==> config.mk <==
export PLATFORM = sky130hd
export DESIGN_NAME = look_disk_head_scheduler_top
export DESIGN_NICKNAME = d
export VERILOG_FILES = /design/src/hw/rtl/ldhs_pkg.sv /design/src/hw/rtl/ldhs_ram.sv /design/src/hw/rtl/ldhs_cfg.sv /design/src/hw/rtl/ldhs_ctrl.sv /design/src/hw/rtl/ldhs_dp.sv /design/src/hw/rtl/look_disk_head_scheduler_top.sv
export SDC_FILE = /design/constraint.sdc
export NUM_CORES = 1
export LEC_CHECK = 0
export BUFFER_PORTS_ARGS = -buffer_cell sky130_fd_sc_hd__buf_2
export CELL_PAD_IN_SITES_DETAIL_PLACEMENT = 1
export CELL_PAD_IN_SITES_GLOBAL_PLACEMENT = 1
export CORE_ASPECT_RATIO = 0.8
export CORE_MARGIN = 5
export CORE_UTILIZATION = 53
export CTS_CLUSTER_SIZE = 25
export DETAILED_ROUTE_END_ITERATION = 10
export PLACE_DENSITY_LB_ADDON = 0.1
export SLEW_MARGIN = 10
export SYNTH_ARGS = -nofsm -noshare
export SYNTH_HDL_FRONTEND = slang
export SYNTH_HIERARCHICAL = 1
export SYNTH_SLANG_ARGS = --single-unit
==> constraint.sdc <==
create_clock -name clk -period 5.2 [get_ports clk]
set_input_delay 1.04 -clock clk [delete_from_list [all_inputs] [get_ports clk]]
set_output_delay 1.04 -clock clk [all_outputs]
set_load 0.01 [all_outputs]
==> src/hw/rtl/ldhs_pkg.sv <==
// Package of the LOOK disk head scheduler: sizes, register indexes, state
// enums and the controller/datapath command and status structs. No dependencies.
package ldhs_pkg;

	localparam int MAX_REQUESTS = 32;
	localparam int TRACK_BITS   = 16;

	localparam int IDX_BITS    = (MAX_REQUESTS > 1) ? $clog2(MAX_REQUESTS) : 1;
	localparam int TALLY_BITS  = $clog2(MAX_REQUESTS + 1);
	localparam int TC_BITS     = TRACK_BITS + 1;
	localparam int MV_BITS     = TRACK_BITS + 1;
	localparam int KEY_BITS    = TRACK_BITS + IDX_BITS;
	localparam int IN_DATA_W   = ((TRACK_BITS + 7) / 8) * 8;
	localparam int OUT_FIELD_W = TRACK_BITS + MV_BITS;
	localparam int OUT_DATA_W  = ((OUT_FIELD_W + 7) / 8) * 8;
	localparam int CFG_IDX_W   = 2;
	localparam int CFG_DATA_W  = TC_BITS;

	localparam logic [CFG_IDX_W-1:0] CFG_TRACK_COUNT = CFG_IDX_W'(0);
	localparam logic [CFG_IDX_W-1:0] CFG_HEAD_START  = CFG_IDX_W'(1);
	localparam logic [CFG_IDX_W-1:0] CFG_SWEEP_UP    = CFG_IDX_W'(2);

	typedef struct packed {
		logic [TC_BITS-1:0]    track_count;
		logic [TRACK_BITS-1:0] head_start;
		logic                  sweep_up;
	} cfg_t;

	typedef enum logic [1:0] {
		PH_EQ,
		PH_UP,
		PH_DN
	} phase_t;

	typedef enum logic [1:0] {
		STEP_SAME,
		STEP_FIRST,
		STEP_SECOND
	} step_t;

	typedef enum logic [2:0] {
		ST_LOAD,
		ST_BAD,
		ST_SCAN,
		ST_WAIT,
		ST_NEXT,
		ST_PUSH,
		ST_FIN
	} state_t;

	typedef struct packed {
		logic   load;
		logic   init_run;
		logic   clear_batch;
		logic   scan_init;
		logic   scan_rd;
		logic   phase_init;
		logic   visit;
		logic   push;
		logic   push_last;
		logic   push_bad;
		phase_t phase;
	} cmd_t;

	typedef struct packed {
		logic last_bad;
		logic tally_zero;
		logic scan_last;
		logic found;
		logic out_free;
	} sts_t;

endpackage

==> src/hw/rtl/ldhs_ram.sv <==
// Generic single-write, single-read RAM with registered read data.
// No dependencies.
module ldhs_ram #(
	parameter int WIDTH = 16,
	parameter int DEPTH = 32,
	localparam int AW = (DEPTH > 1) ? $clog2(DEPTH) : 1
) (
	input  logic             clk,
	input  logic             we,
	input  logic [AW-1:0]    waddr,
	input  logic [WIDTH-1:0] wdata,
	input  logic [AW-1:0]    raddr,
	output logic [WIDTH-1:0] rdata
);

	logic [WIDTH-1:0] mem_q [DEPTH];
	logic [WIDTH-1:0] rdata_q;

	always_ff @(posedge clk) begin
		if (we) begin
			mem_q[waddr] <= wdata;
		end
		rdata_q <= mem_q[raddr];
	end

	assign rdata = rdata_q;

endmodule

==> src/hw/rtl/ldhs_cfg.sv <==
// Configuration registers of the scheduler: track count, head start, sweep direction.
// Depends on ldhs_pkg.
module ldhs_cfg (
	input  logic                           clk,
	input  logic                           arst_n,
	input  logic                           cfg_valid,
	output logic                           cfg_ready,
	input  logic [ldhs_pkg::CFG_IDX_W-1:0]  cfg_index,
	input  logic [ldhs_pkg::CFG_DATA_W-1:0] cfg_data,
	output ldhs_pkg::cfg_t                 cfg
);

	ldhs_pkg::cfg_t cfg_q;

	always_ff @(posedge clk or negedge arst_n) begin
		if (!arst_n) begin
			cfg_q.track_count <= {1'b1, {ldhs_pkg::TRACK_BITS{1'b0}}};
			cfg_q.head_start  <= '0;
			cfg_q.sweep_up    <= 1'b1;
		end else if (cfg_valid) begin
			case (cfg_index)
				ldhs_pkg::CFG_TRACK_COUNT: begin
					cfg_q.track_count <= cfg_data;
				end
				ldhs_pkg::CFG_HEAD_START: begin
					cfg_q.head_start <= cfg_data[ldhs_pkg::TRACK_BITS-1:0];
				end
				ldhs_pkg::CFG_SWEEP_UP: begin
					cfg_q.sweep_up <= cfg_data[0];
				end
				default: begin
				end
			endcase
		end
	end

	assign cfg_ready = 1'b1;
	assign cfg       = cfg_q;

endmodule

==> src/hw/rtl/ldhs_ctrl.sv <==
// Controller FSM: batch loading, scan passes per sweep phase, result pushes.
// Depends on ldhs_pkg.
module ldhs_ctrl (
	input  logic           clk,
	input  logic           arst_n,
	input  logic           in_valid,
	input  logic           in_last,
	input  logic           sweep_up,
	input  ldhs_pkg::sts_t sts,
	output logic           in_ready,
	output ldhs_pkg::cmd_t cmd
);

	ldhs_pkg::state_t state_q, state_d;
	ldhs_pkg::step_t  step_q, step_d;

	always_ff @(posedge clk or negedge arst_n) begin
		if (!arst_n) begin
			state_q <= ldhs_pkg::ST_LOAD;
			step_q  <= ldhs_pkg::STEP_SAME;
		end else begin
			state_q <= state_d;
			step_q  <= step_d;
		end
	end

	always_comb begin
		state_d  = state_q;
		step_d   = step_q;
		in_ready = 1'b0;
		cmd      = '0;

		case (step_q)
			ldhs_pkg::STEP_SAME:  cmd.phase = ldhs_pkg::PH_EQ;
			ldhs_pkg::STEP_FIRST: cmd.phase = sweep_up ? ldhs_pkg::PH_UP : ldhs_pkg::PH_DN;
			default:              cmd.phase = sweep_up ? ldhs_pkg::PH_DN : ldhs_pkg::PH_UP;
		endcase

		case (state_q)
			ldhs_pkg::ST_LOAD: begin
				in_ready = 1'b1;
				if (in_valid) begin
					cmd.load = 1'b1;
					if (in_last) begin
						if (sts.last_bad) begin
							state_d = ldhs_pkg::ST_BAD;
						end else begin
							cmd.init_run   = 1'b1;
							cmd.scan_init  = 1'b1;
							cmd.phase_init = 1'b1;
							step_d         = ldhs_pkg::STEP_SAME;
							state_d        = ldhs_pkg::ST_SCAN;
						end
					end
				end
			end
			ldhs_pkg::ST_BAD: begin
				if (sts.out_free) begin
					cmd.push        = 1'b1;
					cmd.push_bad    = 1'b1;
					cmd.push_last   = 1'b1;
					cmd.clear_batch = 1'b1;
					state_d         = ldhs_pkg::ST_LOAD;
				end
			end
			ldhs_pkg::ST_SCAN: begin
				if (sts.tally_zero) begin
					state_d = ldhs_pkg::ST_NEXT;
				end else begin
					cmd.scan_rd = 1'b1;
					if (sts.scan_last) begin
						state_d = ldhs_pkg::ST_WAIT;
					end
				end
			end
			ldhs_pkg::ST_WAIT: begin
				state_d = ldhs_pkg::ST_NEXT;
			end
			ldhs_pkg::ST_NEXT: begin
				if (sts.found) begin
					state_d = ldhs_pkg::ST_PUSH;
				end else if (step_q == ldhs_pkg::STEP_SECOND) begin
					state_d = ldhs_pkg::ST_FIN;
				end else begin
					step_d = (step_q == ldhs_pkg::STEP_SAME) ?
						ldhs_pkg::STEP_FIRST : ldhs_pkg::STEP_SECOND;
					cmd.phase_init = 1'b1;
					cmd.scan_init  = 1'b1;
					state_d        = ldhs_pkg::ST_SCAN;
				end
			end
			ldhs_pkg::ST_PUSH: begin
				if (sts.out_free) begin
					cmd.push      = 1'b1;
					cmd.visit     = 1'b1;
					cmd.scan_init = 1'b1;
					state_d       = ldhs_pkg::ST_SCAN;
				end
			end
			ldhs_pkg::ST_FIN: begin
				if (sts.out_free) begin
					cmd.push        = 1'b1;
					cmd.push_last   = 1'b1;
					cmd.clear_batch = 1'b1;
					state_d         = ldhs_pkg::ST_LOAD;
				end
			end
			default: begin
				state_d = ldhs_pkg::ST_LOAD;
			end
		endcase
	end

endmodule

==> src/hw/rtl/ldhs_dp.sv <==
// Datapath: request RAM, batch checks, next-track search, head/movement, output reg.
// Depends on ldhs_pkg and ldhs_ram.
module ldhs_dp (
	input  logic                           clk,
	input  logic                           arst_n,
	input  ldhs_pkg::cfg_t                 cfg,
	input  ldhs_pkg::cmd_t                 cmd,
	input  logic [ldhs_pkg::TRACK_BITS-1:0] in_track,
	input  logic                           in_req_valid,
	input  logic                           out_ready,
	output ldhs_pkg::sts_t                 sts,
	output logic                           out_valid,
	output logic [ldhs_pkg::TRACK_BITS-1:0] out_track,
	output logic [ldhs_pkg::MV_BITS-1:0]    out_mv,
	output logic                           out_bad,
	output logic                           out_last
);

	logic [ldhs_pkg::TALLY_BITS-1:0] tally_q;
	logic                            err_q;
	logic [ldhs_pkg::TRACK_BITS-1:0] head_q;
	logic [ldhs_pkg::MV_BITS-1:0]    mv_q;
	logic [ldhs_pkg::KEY_BITS-1:0]   cur_q;
	logic [ldhs_pkg::KEY_BITS-1:0]   best_q;
	logic                            found_q;
	logic                            first_q;
	logic [ldhs_pkg::IDX_BITS-1:0]   rd_idx_q;
	logic                            cmp_en_s1;
	logic [ldhs_pkg::IDX_BITS-1:0]   idx_s1;
	logic                            out_valid_q;
	logic [ldhs_pkg::TRACK_BITS-1:0] out_track_q;
	logic [ldhs_pkg::MV_BITS-1:0]    out_mv_q;
	logic                            out_bad_q;
	logic                            out_last_q;

	logic                            full;
	logic                            req_oor;
	logic                            start_oor;
	logic                            ram_we;
	logic [ldhs_pkg::TRACK_BITS-1:0] ram_rdata;
	logic [ldhs_pkg::KEY_BITS-1:0]   cand_key;
	logic                            above;
	logic                            below;
	logic                            qual;
	logic                            better;
	logic                            take;
	logic [ldhs_pkg::TRACK_BITS-1:0] best_v;
	logic [ldhs_pkg::TRACK_BITS-1:0] delta;
	logic [ldhs_pkg::MV_BITS-1:0]    mv_next;

	assign full      = (tally_q == ldhs_pkg::TALLY_BITS'(ldhs_pkg::MAX_REQUESTS));
	assign req_oor   = ({1'b0, in_track} >= cfg.track_count);
	assign start_oor = ({1'b0, cfg.head_start} >= cfg.track_count);
	assign ram_we    = cmd.load & in_req_valid & ~full;

	ldhs_ram #(
		.WIDTH(ldhs_pkg::TRACK_BITS),
		.DEPTH(ldhs_pkg::MAX_REQUESTS)
	) u_store (
		.clk  (clk),
		.we   (ram_we),
		.waddr(tally_q[ldhs_pkg::IDX_BITS-1:0]),
		.wdata(in_track),
		.raddr(rd_idx_q),
		.rdata(ram_rdata)
	);

	// entries are ordered by {track, slot} so duplicates are visited one by one
	assign cand_key = {ram_rdata, idx_s1};
	assign above    = (cand_key > cur_q);
	assign below    = (cand_key < cur_q);

	always_comb begin
		case (cmd.phase)
			ldhs_pkg::PH_EQ: qual = (ram_rdata == cfg.head_start) && (first_q || above);
			ldhs_pkg::PH_UP: qual = (ram_rdata > cfg.head_start) && (first_q || above);
			default:         qual = (ram_rdata < cfg.head_start) && (first_q || below);
		endcase
	end

	assign better = ~found_q ||
		((cmd.phase == ldhs_pkg::PH_DN) ? (cand_key > best_q) : (cand_key < best_q));
	assign take   = cmp_en_s1 & qual & better;

	assign best_v  = best_q[ldhs_pkg::KEY_BITS-1 -: ldhs_pkg::TRACK_BITS];
	assign delta   = (best_v >= head_q) ? (best_v - head_q) : (head_q - best_v);
	assign mv_next = mv_q + ldhs_pkg::MV_BITS'(delta);

	always_ff @(posedge clk or negedge arst_n) begin
		if (!arst_n) begin
			tally_q     <= '0;
			err_q       <= 1'b0;
			found_q     <= 1'b0;
			first_q     <= 1'b1;
			rd_idx_q    <= '0;
			cmp_en_s1   <= 1'b0;
			out_valid_q <= 1'b0;
		end else begin
			if (cmd.clear_batch) begin
				tally_q <= '0;
				err_q   <= 1'b0;
			end else if (cmd.load && in_req_valid) begin
				if (!full) begin
					tally_q <= tally_q + ldhs_pkg::TALLY_BITS'(1);
				end
				if (full || req_oor) begin
					err_q <= 1'b1;
				end
			end

			if (cmd.scan_init) begin
				rd_idx_q <= '0;
				found_q  <= 1'b0;
			end else begin
				if (cmd.scan_rd) begin
					rd_idx_q <= rd_idx_q + ldhs_pkg::IDX_BITS'(1);
				end
				if (take) begin
					found_q <= 1'b1;
				end
			end
			cmp_en_s1 <= cmd.scan_rd;

			if (cmd.phase_init) begin
				first_q <= 1'b1;
			end else if (cmd.visit) begin
				first_q <= 1'b0;
			end

			if (cmd.push) begin
				out_valid_q <= 1'b1;
			end else if (out_ready) begin
				out_valid_q <= 1'b0;
			end
		end
	end

	always_ff @(posedge clk) begin
		idx_s1 <= rd_idx_q;
		if (take) begin
			best_q <= cand_key;
		end
		if (cmd.init_run) begin
			head_q <= cfg.head_start;
			mv_q   <= '0;
		end else if (cmd.visit) begin
			head_q <= best_v;
			mv_q   <= mv_next;
			cur_q  <= best_q;
		end
		if (cmd.push) begin
			out_track_q <= cmd.push_bad ? '0 : head_q;
			out_mv_q    <= cmd.push_bad ? '0 : mv_q;
			out_bad_q   <= cmd.push_bad;
			out_last_q  <= cmd.push_last;
		end
	end

	assign sts.last_bad   = err_q | (in_req_valid & (full | req_oor)) | start_oor;
	assign sts.tally_zero = (tally_q == '0);
	assign sts.scan_last  = ((ldhs_pkg::TALLY_BITS'(rd_idx_q) + ldhs_pkg::TALLY_BITS'(1))
		== tally_q);
	assign sts.found      = found_q;
	assign sts.out_free   = ~out_valid_q | out_ready;

	assign out_valid = out_valid_q;
	assign out_track = out_track_q;
	assign out_mv    = out_mv_q;
	assign out_bad   = out_bad_q;
	assign out_last  = out_last_q;

endmodule

==> src/hw/rtl/look_disk_head_scheduler_top.sv <==
// LOOK disk head scheduler, top level. Requests load one per cycle into a RAM while
// the block is in its load state. After the last request, each visit takes one scan and
// a push; three empty scans end the run, and output stalls hold the pushes. A rejected
// batch pushes a single result once the output is free.
// arst_n clears control and loads the register reset values; the RAM is not cleared.
// Depends on ldhs_pkg, ldhs_cfg, ldhs_ctrl, ldhs_dp, ldhs_ram.
module look_disk_head_scheduler_top (
	input  logic                           clk,
	input  logic                           arst_n,
	input  logic                           s_axis_tvalid,
	output logic                           s_axis_tready,
	input  logic [ldhs_pkg::IN_DATA_W-1:0]  s_axis_tdata,  // request_track
	input  logic                           s_axis_tuser,  // request_valid
	input  logic                           s_axis_tlast,  // batch_last
	output logic                           m_axis_tvalid,
	input  logic                           m_axis_tready,
	output logic [ldhs_pkg::OUT_DATA_W-1:0] m_axis_tdata,  // visited_track, movement_so_far
	output logic                           m_axis_tuser,  // bad_batch
	output logic                           m_axis_tlast,  // run_last
	input  logic                           cfg_valid,
	output logic                           cfg_ready,
	input  logic [ldhs_pkg::CFG_IDX_W-1:0]  cfg_index,
	input  logic [ldhs_pkg::CFG_DATA_W-1:0] cfg_data
);

	ldhs_pkg::cfg_t                  cfg;
	ldhs_pkg::cmd_t                  cmd;
	ldhs_pkg::sts_t                  sts;
	logic [ldhs_pkg::TRACK_BITS-1:0] out_track;
	logic [ldhs_pkg::MV_BITS-1:0]    out_mv;

	ldhs_cfg u_cfg (
		.clk      (clk),
		.arst_n   (arst_n),
		.cfg_valid(cfg_valid),
		.cfg_ready(cfg_ready),
		.cfg_index(cfg_index),
		.cfg_data (cfg_data),
		.cfg      (cfg)
	);

	ldhs_ctrl u_ctrl (
		.clk     (clk),
		.arst_n  (arst_n),
		.in_valid(s_axis_tvalid),
		.in_last (s_axis_tlast),
		.sweep_up(cfg.sweep_up),
		.sts     (sts),
		.in_ready(s_axis_tready),
		.cmd     (cmd)
	);

	ldhs_dp u_dp (
		.clk         (clk),
		.arst_n      (arst_n),
		.cfg         (cfg),
		.cmd         (cmd),
		.in_track    (s_axis_tdata[ldhs_pkg::TRACK_BITS-1:0]),
		.in_req_valid(s_axis_tuser),
		.out_ready   (m_axis_tready),
		.sts         (sts),
		.out_valid   (m_axis_tvalid),
		.out_track   (out_track),
		.out_mv      (out_mv),
		.out_bad     (m_axis_tuser),
		.out_last    (m_axis_tlast)
	);

	assign m_axis_tdata = ldhs_pkg::OUT_DATA_W'({out_mv, out_track});

endmodule

; Word level (Yosys, flattened, before mapping)
; Memories as Yosys holds them, arrays and structs flattened. A register that Yosys moved wholly into a read port is not among the register bits.
; Cells that the tools add are included.
[totals]
register_bits = 170
latchBits = 0
ramBits = 512
romBits = 0
inputBits = 42
out_inout_bits = 45
word_cells = 165
n_memories = 1
[mem_list]
columns = memory, words, word_bits, rd, rd_ports_with_merged_regs, write_ports, line
row1 = u_dp.u_store.mem_q, 32, 16, 1, 1, 1, ldhs_ram.sv:16  ; logic [WIDTH-1:0] mem_q [DEPTH];
[op_classes]
n_addsub = 6
mul = 0
n_div = 0
magnitude_cmp = 9
eq_ne = 24
shifts = 0
muxes = 61
bitwise_logic = 13
reduce_logical = 30
[op_table]
columns = operator, count
row1 = $mux W16, 3
row2 = $gt A21 B21 Y1, 2
row3 = $lt A21 B21 Y1, 2
row4 = $ge A16 B17 Y1, 2
row5 = $sub A16 B16 Y16, 2
row6 = $mux W3, 9
row7 = $mux W1, 24
row8 = $mux W2, 12
row9 = $mux W6, 3
row10 = $pmux W3 S6, 1
row11 = $add A17 B16 Y17, 1
row12 = $eq A16 B16 Y1, 1
row13 = $ge A16 B16 Y1, 1
row14 = $gt A16 B16 Y1, 1
row15 = $lt A16 B16 Y1, 1
row16 = $reduce_bool A2 Y1, 8
row17 = $ne A2 B2 Y1 const B, 7
row18 = $reduce_and A2 Y1, 6
row19 = $mux W5, 2
row20 = $eq A3 B3 Y1 const B, 3
row21 = $pmux W2 S2, 2
row22 = $add A5 B1 Y6 const B, 1
row23 = $add A6 B1 Y6 const B, 1
row24 = $eq A2 B1 Y1 const B, 3
row25 = 21 further kinds, 45

; Longest topological paths before layout
[depth]
ltp_word = 13
depth_mapped = 20
depth_no_buf = 19

; By module
; Netlist, hierarchy kept.
[by_module_without_submodules]
columns = module, n_inst, cells_per_inst, area_each_um2, seq_area_each_um2
row1 = ldhs_ram, 1, 1143, 20534.7, 15695.1
row2 = ldhs_dp, 1, 933, 9176.3, 3634.7
row3 = ldhs_cfg, 1, 75, 1310.0, 853.3
row4 = ldhs_ctrl, 1, 61, 489.2, 125.1
row5 = look_disk_head_scheduler_top, 1, 8, 56.3, 0.0

; Worst setup path before layout
; OpenSTA, ideal clock, no wires.
[synth_timing]
kind = input port to flip-flop
from = input s_axis_tdata[1] (netlist name)
to = register u_dp/cur_q[0] (netlist name), enable pin
setup_time_ns = 0.409
arrival_time_ns = 3.653
t_required_ns = 4.791
slack_ns = 1.138
path_stages = 11
n_path_buf = 1
cell_sequence = ha_1 -> nor2b_1 -> o21ai_0 -> a21oi_1 -> o21ai_0 -> a31oi_1 -> o22ai_1 -> o221ai_1 -> nor3_4 -> clkbuf_1 -> nor2_1
[synth_rtl]
columns = item, line
row1 = start: declaration, look_disk_head_scheduler_top.sv:12  ; input logic [ldhs_pkg::IN_DATA_W-1:0] s_axis_tdata,
row2 = end signal: assignment, ldhs_dp.sv:149  ; cur_q <= best_q;
row3 = end: declaration, ldhs_dp.sv:23  ; logic [ldhs_pkg::KEY_BITS-1:0] cur_q;

; Worst setup path in the final report
[layout_timing]
from = register u_dp/best_q[5] (netlist name)
to = register u_dp/mv_q[16] (netlist name)
[layout_via]
elab_chain_len = 3
elab_cells_between_ends = 5
classes_between = 3 x add/sub / 1 x order compare / 1 x mux
[layout_rtl]
columns = item, line
row1 = start: declaration, ldhs_dp.sv:24  ; logic [ldhs_pkg::KEY_BITS-1:0] best_q;
row2 = start signal: assignment, ldhs_dp.sv:141  ; best_q <= cand_key;
row3 = $sub A16 B16 Y16 or $ge A16 B16 Y1 (tied branches), ldhs_dp.sv:86  ; assign delta = (best_v >= head_q) ? (best_v - head_q) : (head_q - best_v);
row4 = $mux W16 (*), ldhs_dp.sv:86
row5 = $add A17 B16 Y17 (*), ldhs_dp.sv:87  ; assign mv_next = mv_q + ldhs_pkg::MV_BITS'(delta);
row6 = end signal: assignment, ldhs_dp.sv:148  ; mv_q <= mv_next;
row7 = end: declaration, ldhs_dp.sv:22  ; logic [ldhs_pkg::MV_BITS-1:0] mv_q;
; Every way passes the cells marked *; elsewhere a longest branch is shown, timed or not.
; A chain may end at the register's enable or synchronous reset.

==> impl_metrics.env <==
export IMPL_start_util=0.532
export IMPL_drc=0
export IMPL_dp_hpwl_um=59300
export IMPL_min_path_type="flip-flop to flip-flop"
export IMPL_max_freq_ghz=0.206
export IMPL_cts_hold_buf=0
export IMPL_drt_iter0_markers=1715
export IMPL_fin_nets=2543
export IMPL_cp_startpoint="u_dp/best_q[5]$_DFFE_PP_"
export IMPL_whs_ps=436
export IMPL_period_share=0.934
export IMPL_cts_tree="built"
export IMPL_finalWirelength_um=87400
export IMPL_min_path_cells=0
export IMPL_numCtsBuffers=71
export IMPL_grt_pass1_vias=20200
export IMPL_grt_max_degree=104
export IMPL_row_count=80
export IMPL_total_power_mw=17.8
export IMPL_crit_family="compound AO/OA/AOI/OAI gates"
export IMPL_post_route_min_period_ps=4860
export IMPL_path_buf_inv=3
export IMPL_grt_usage=0.269
export IMPL_wl_per_cell_um=27.4
export IMPL_regArea_um2=20300
export IMPL_clkTransAtPathRegs_ps=60
export IMPL_async_reset_ff_frac=0.0788
export IMPL_num_vias=19400
export IMPL_yosys_warnings=6
export IMPL_multi_input_area_um2=10100
export IMPL_synth_edf_count=605
export IMPL_final_layout_size_suffix_gt1_frac=0.140
export IMPL_endpoint_kind="flip-flop"
export IMPL_synthCells=2220
export IMPL_cts_max_level=3
export IMPL_clock_latency_ps=620
export IMPL_min_to="u_dp/best_q[0]$_DFFE_PP_"
export IMPL_areaGrowthSynthToFinish_pct=11.2
export IMPL_relSlewSlack=0.343
export IMPL_tightest_slew_ps=985
export IMPL_overflow=0
export IMPL_grt_first_pass_wirelength_um=130000
export IMPL_r2r_end="u_dp/mv_q[16]$_SDFFE_PP0P_"
export IMPL_synthFlopType="edfxtp_1"
export IMPL_cts_max_path_buffers=3
export IMPL_setup_viol_count_final=0
export IMPL_synth_distinct_cells=90
export IMPL_status="complete, no violations"
export IMPL_ys_ff_latch=698
export IMPL_antenna_found_initial=3
export IMPL_crit_fanout=21
export IMPL_ys_seq_area_frac=0.643
export IMPL_worstPathRequired_ps=5700
export IMPL_setup_tns_ps=0
export IMPL_cap_viol_max_count=0
export IMPL_drtAntennaViolNets=0
export IMPL_maxSlewViolCount=0
export IMPL_path_cells="inv_1 -> ha_1 -> inv_1 -> fa_1 -> a211oi_2 -> o21ai_0 -> a211oi_2 -> o21ai_4 -> a311oi_1 -> a31oi_1 -> xnor2_1 -> ha_1 -> a21oi_1 -> nor3b_1 -> inv_1 -> o21ai_1 -> o21ai_1 -> mux2_1"
export IMPL_coreArea_um2=59400
export IMPL_cts_sinks=698
export IMPL_nFillCells=5621
export IMPL_final_util=0.592
export IMPL_p_leak_nw=13.2
export IMPL_critical_path_max_stage_delay_ps=410
export IMPL_hp_start="u_dp/idx_s1[0]$_DFF_P_"
export IMPL_mostFrequentLayoutCell="edfxtp_1"
export IMPL_rsz0062_at_grt="false"
export IMPL_syn_area_per_cell_um2=14.2
export IMPL_vdd_ir_drop_max_mv=0.359
export IMPL_fp_dieH_um=228
export IMPL_routed_via_density=6.09
export IMPL_arrival_ps=5350
export IMPL_post_cts_buffers=0
export IMPL_cp_common_cell="inv_1"
export IMPL_cp_depth=18
export IMPL_startpoint_type="flip-flop"
export IMPL_r2r_slack_ps=340
export IMPL_dieArea_um2=64600
export IMPL_power_per_cell_area_nw_per_um2=507
export IMPL_hold_violations=0
export IMPL_netlist_area_um2=31600
export IMPL_cts_root_buf="clkbuf_16"
export IMPL_skew_ps=20.7
export IMPL_final_cell_mix="edfxtp_1, mux2i_1, ha_1"
export IMPL_first_pass_iters=5
export IMPL_critPathKind="flip-flop to flip-flop"
export IMPL_ioPinCount=87
export IMPL_slowest_stage="edfxtp_1"
export IMPL_num_antenna_cells=0
export IMPL_reg2reg_from="u_dp/best_q[5]$_DFFE_PP_"
export IMPL_die_w_um=283
export IMPL_globalplace_congestion=0.869
export IMPL_port_buffers=78
export IMPL_ff2ff_path_depth=18
[timing repair]
action,CTS,global route
resized for setup,0,1
setup endpoints to repair,0,2
hold endpoints to repair,0,0
[cells by family (layout without fill, tap and decap cells)]
| logic type | Yosys count | in the layout | share of synthesized area |
|---|---|---|---|
| AO/OA/AOI/OAI | 393 | 393 | 0.0849 |
| XOR/XNOR | 40 | 40 | 0.0111 |
| adder cells (fa/ha/maj) | 144 | 144 | 0.0578 |
| buffers and inverters | 232 | 416 | 0.0396 |
| flip-flops | 698 | 698 | 0.643 |
| multiplexers | 306 | 306 | 0.0987 |
| other | 2 | 8 | 0.000238 |
| AND/OR/NAND/NOR | 405 | 405 | 0.0644 |
[cell type report]
cell class,count,share of cell area
Sequential cell,698,0.578
Multi-Input combinational cell,1296,0.287
Clock buffer,99,0.0557
Timing Repair Buffer,162,0.0305
Tap cell,779,0.0278
Inverter,128,0.0137
Clock inverter,27,0.00727
[per-stage QoR]
stage	area (um^2)	worst slack (ps)	std cells
floorplan	31600	1140	2226
global placement	32900	460	3063
detailed placement	32900	299	3063
CTS	35100	274	3189
global route	35100	100	3189
finish	35100	344	3189
[cell usage after synthesis, types with 35 or more instances]
library cell,instances,share of area
a21oi_1,103,0.016
o21ai_0,47,0.0075
mux2_2,35,0.012
nor2_1,106,0.013
inv_1,127,0.015
a22o_1,38,0.011
edfxtp_1,605,0.58
dfxtp_1,38,0.024
a22oi_1,64,0.015
dfrtp_1,52,0.041
ha_1,141,0.056
nand3_1,45,0.0071
nand2_1,93,0.011
mux2i_1,268,0.085
[registers in the layout (all words and copies together), names as in the netlist, 16 cells and up]
signal              flops
u_dp/best_q            21
u_dp/u_store/rdata     16
u_dp/mv_q              17
u_dp/head_q            16
u_dp/out_track         16
u_cfg/cfg              34
u_dp/out_mv            17
u_dp/cur_q             21
u_dp/u_store/mem_q    512
[routing by layer]
metal,global-route usage,routed length [um]
met3,0.0672,7120
met1,0.409,40100
met2,0.397,38400
met5,0,0
met4,0.0584,1810
[where the power goes]
group | internal [mW] | leakage (nW) | switching [mW]
logic | 2.19 | 5.65 | 3.57
clock network | 2.83 | 1.06 | 2.11
registers | 6.60 | 6.45 | 0.497
[how the worst max path moves through the flow]
stage	endpoint	slack (ps)
finish	u_dp/mv_q[16]$_SDFFE_PP0P_	340
global route	u_dp/mv_q[16]$_SDFFE_PP0P_	100
CTS	u_dp/mv_q[16]$_SDFFE_PP0P_	270
detailed placement	u_dp/mv_q[16]$_SDFFE_PP0P_	300
global placement	u_dp/mv_q[16]$_SDFFE_PP0P_	460
floorplan	u_dp/cur_q[0]$_DFFE_PP_	1140
[worst register-to-register path, stage by stage, from the launching register on]
cell,delay (ps)
edfxtp_1,410
inv_1,120
ha_1,200
inv_1,70
fa_1,400
a211oi_2,320
o21ai_0,240
a211oi_2,370
o21ai_4,260
a311oi_1,320
a31oi_1,90
xnor2_1,410
ha_1,360
a21oi_1,180
nor3b_1,300
inv_1,70
o21ai_1,220
o21ai_1,110
mux2_1,310
Note: power is estimated with default switching activity, not from simulation.
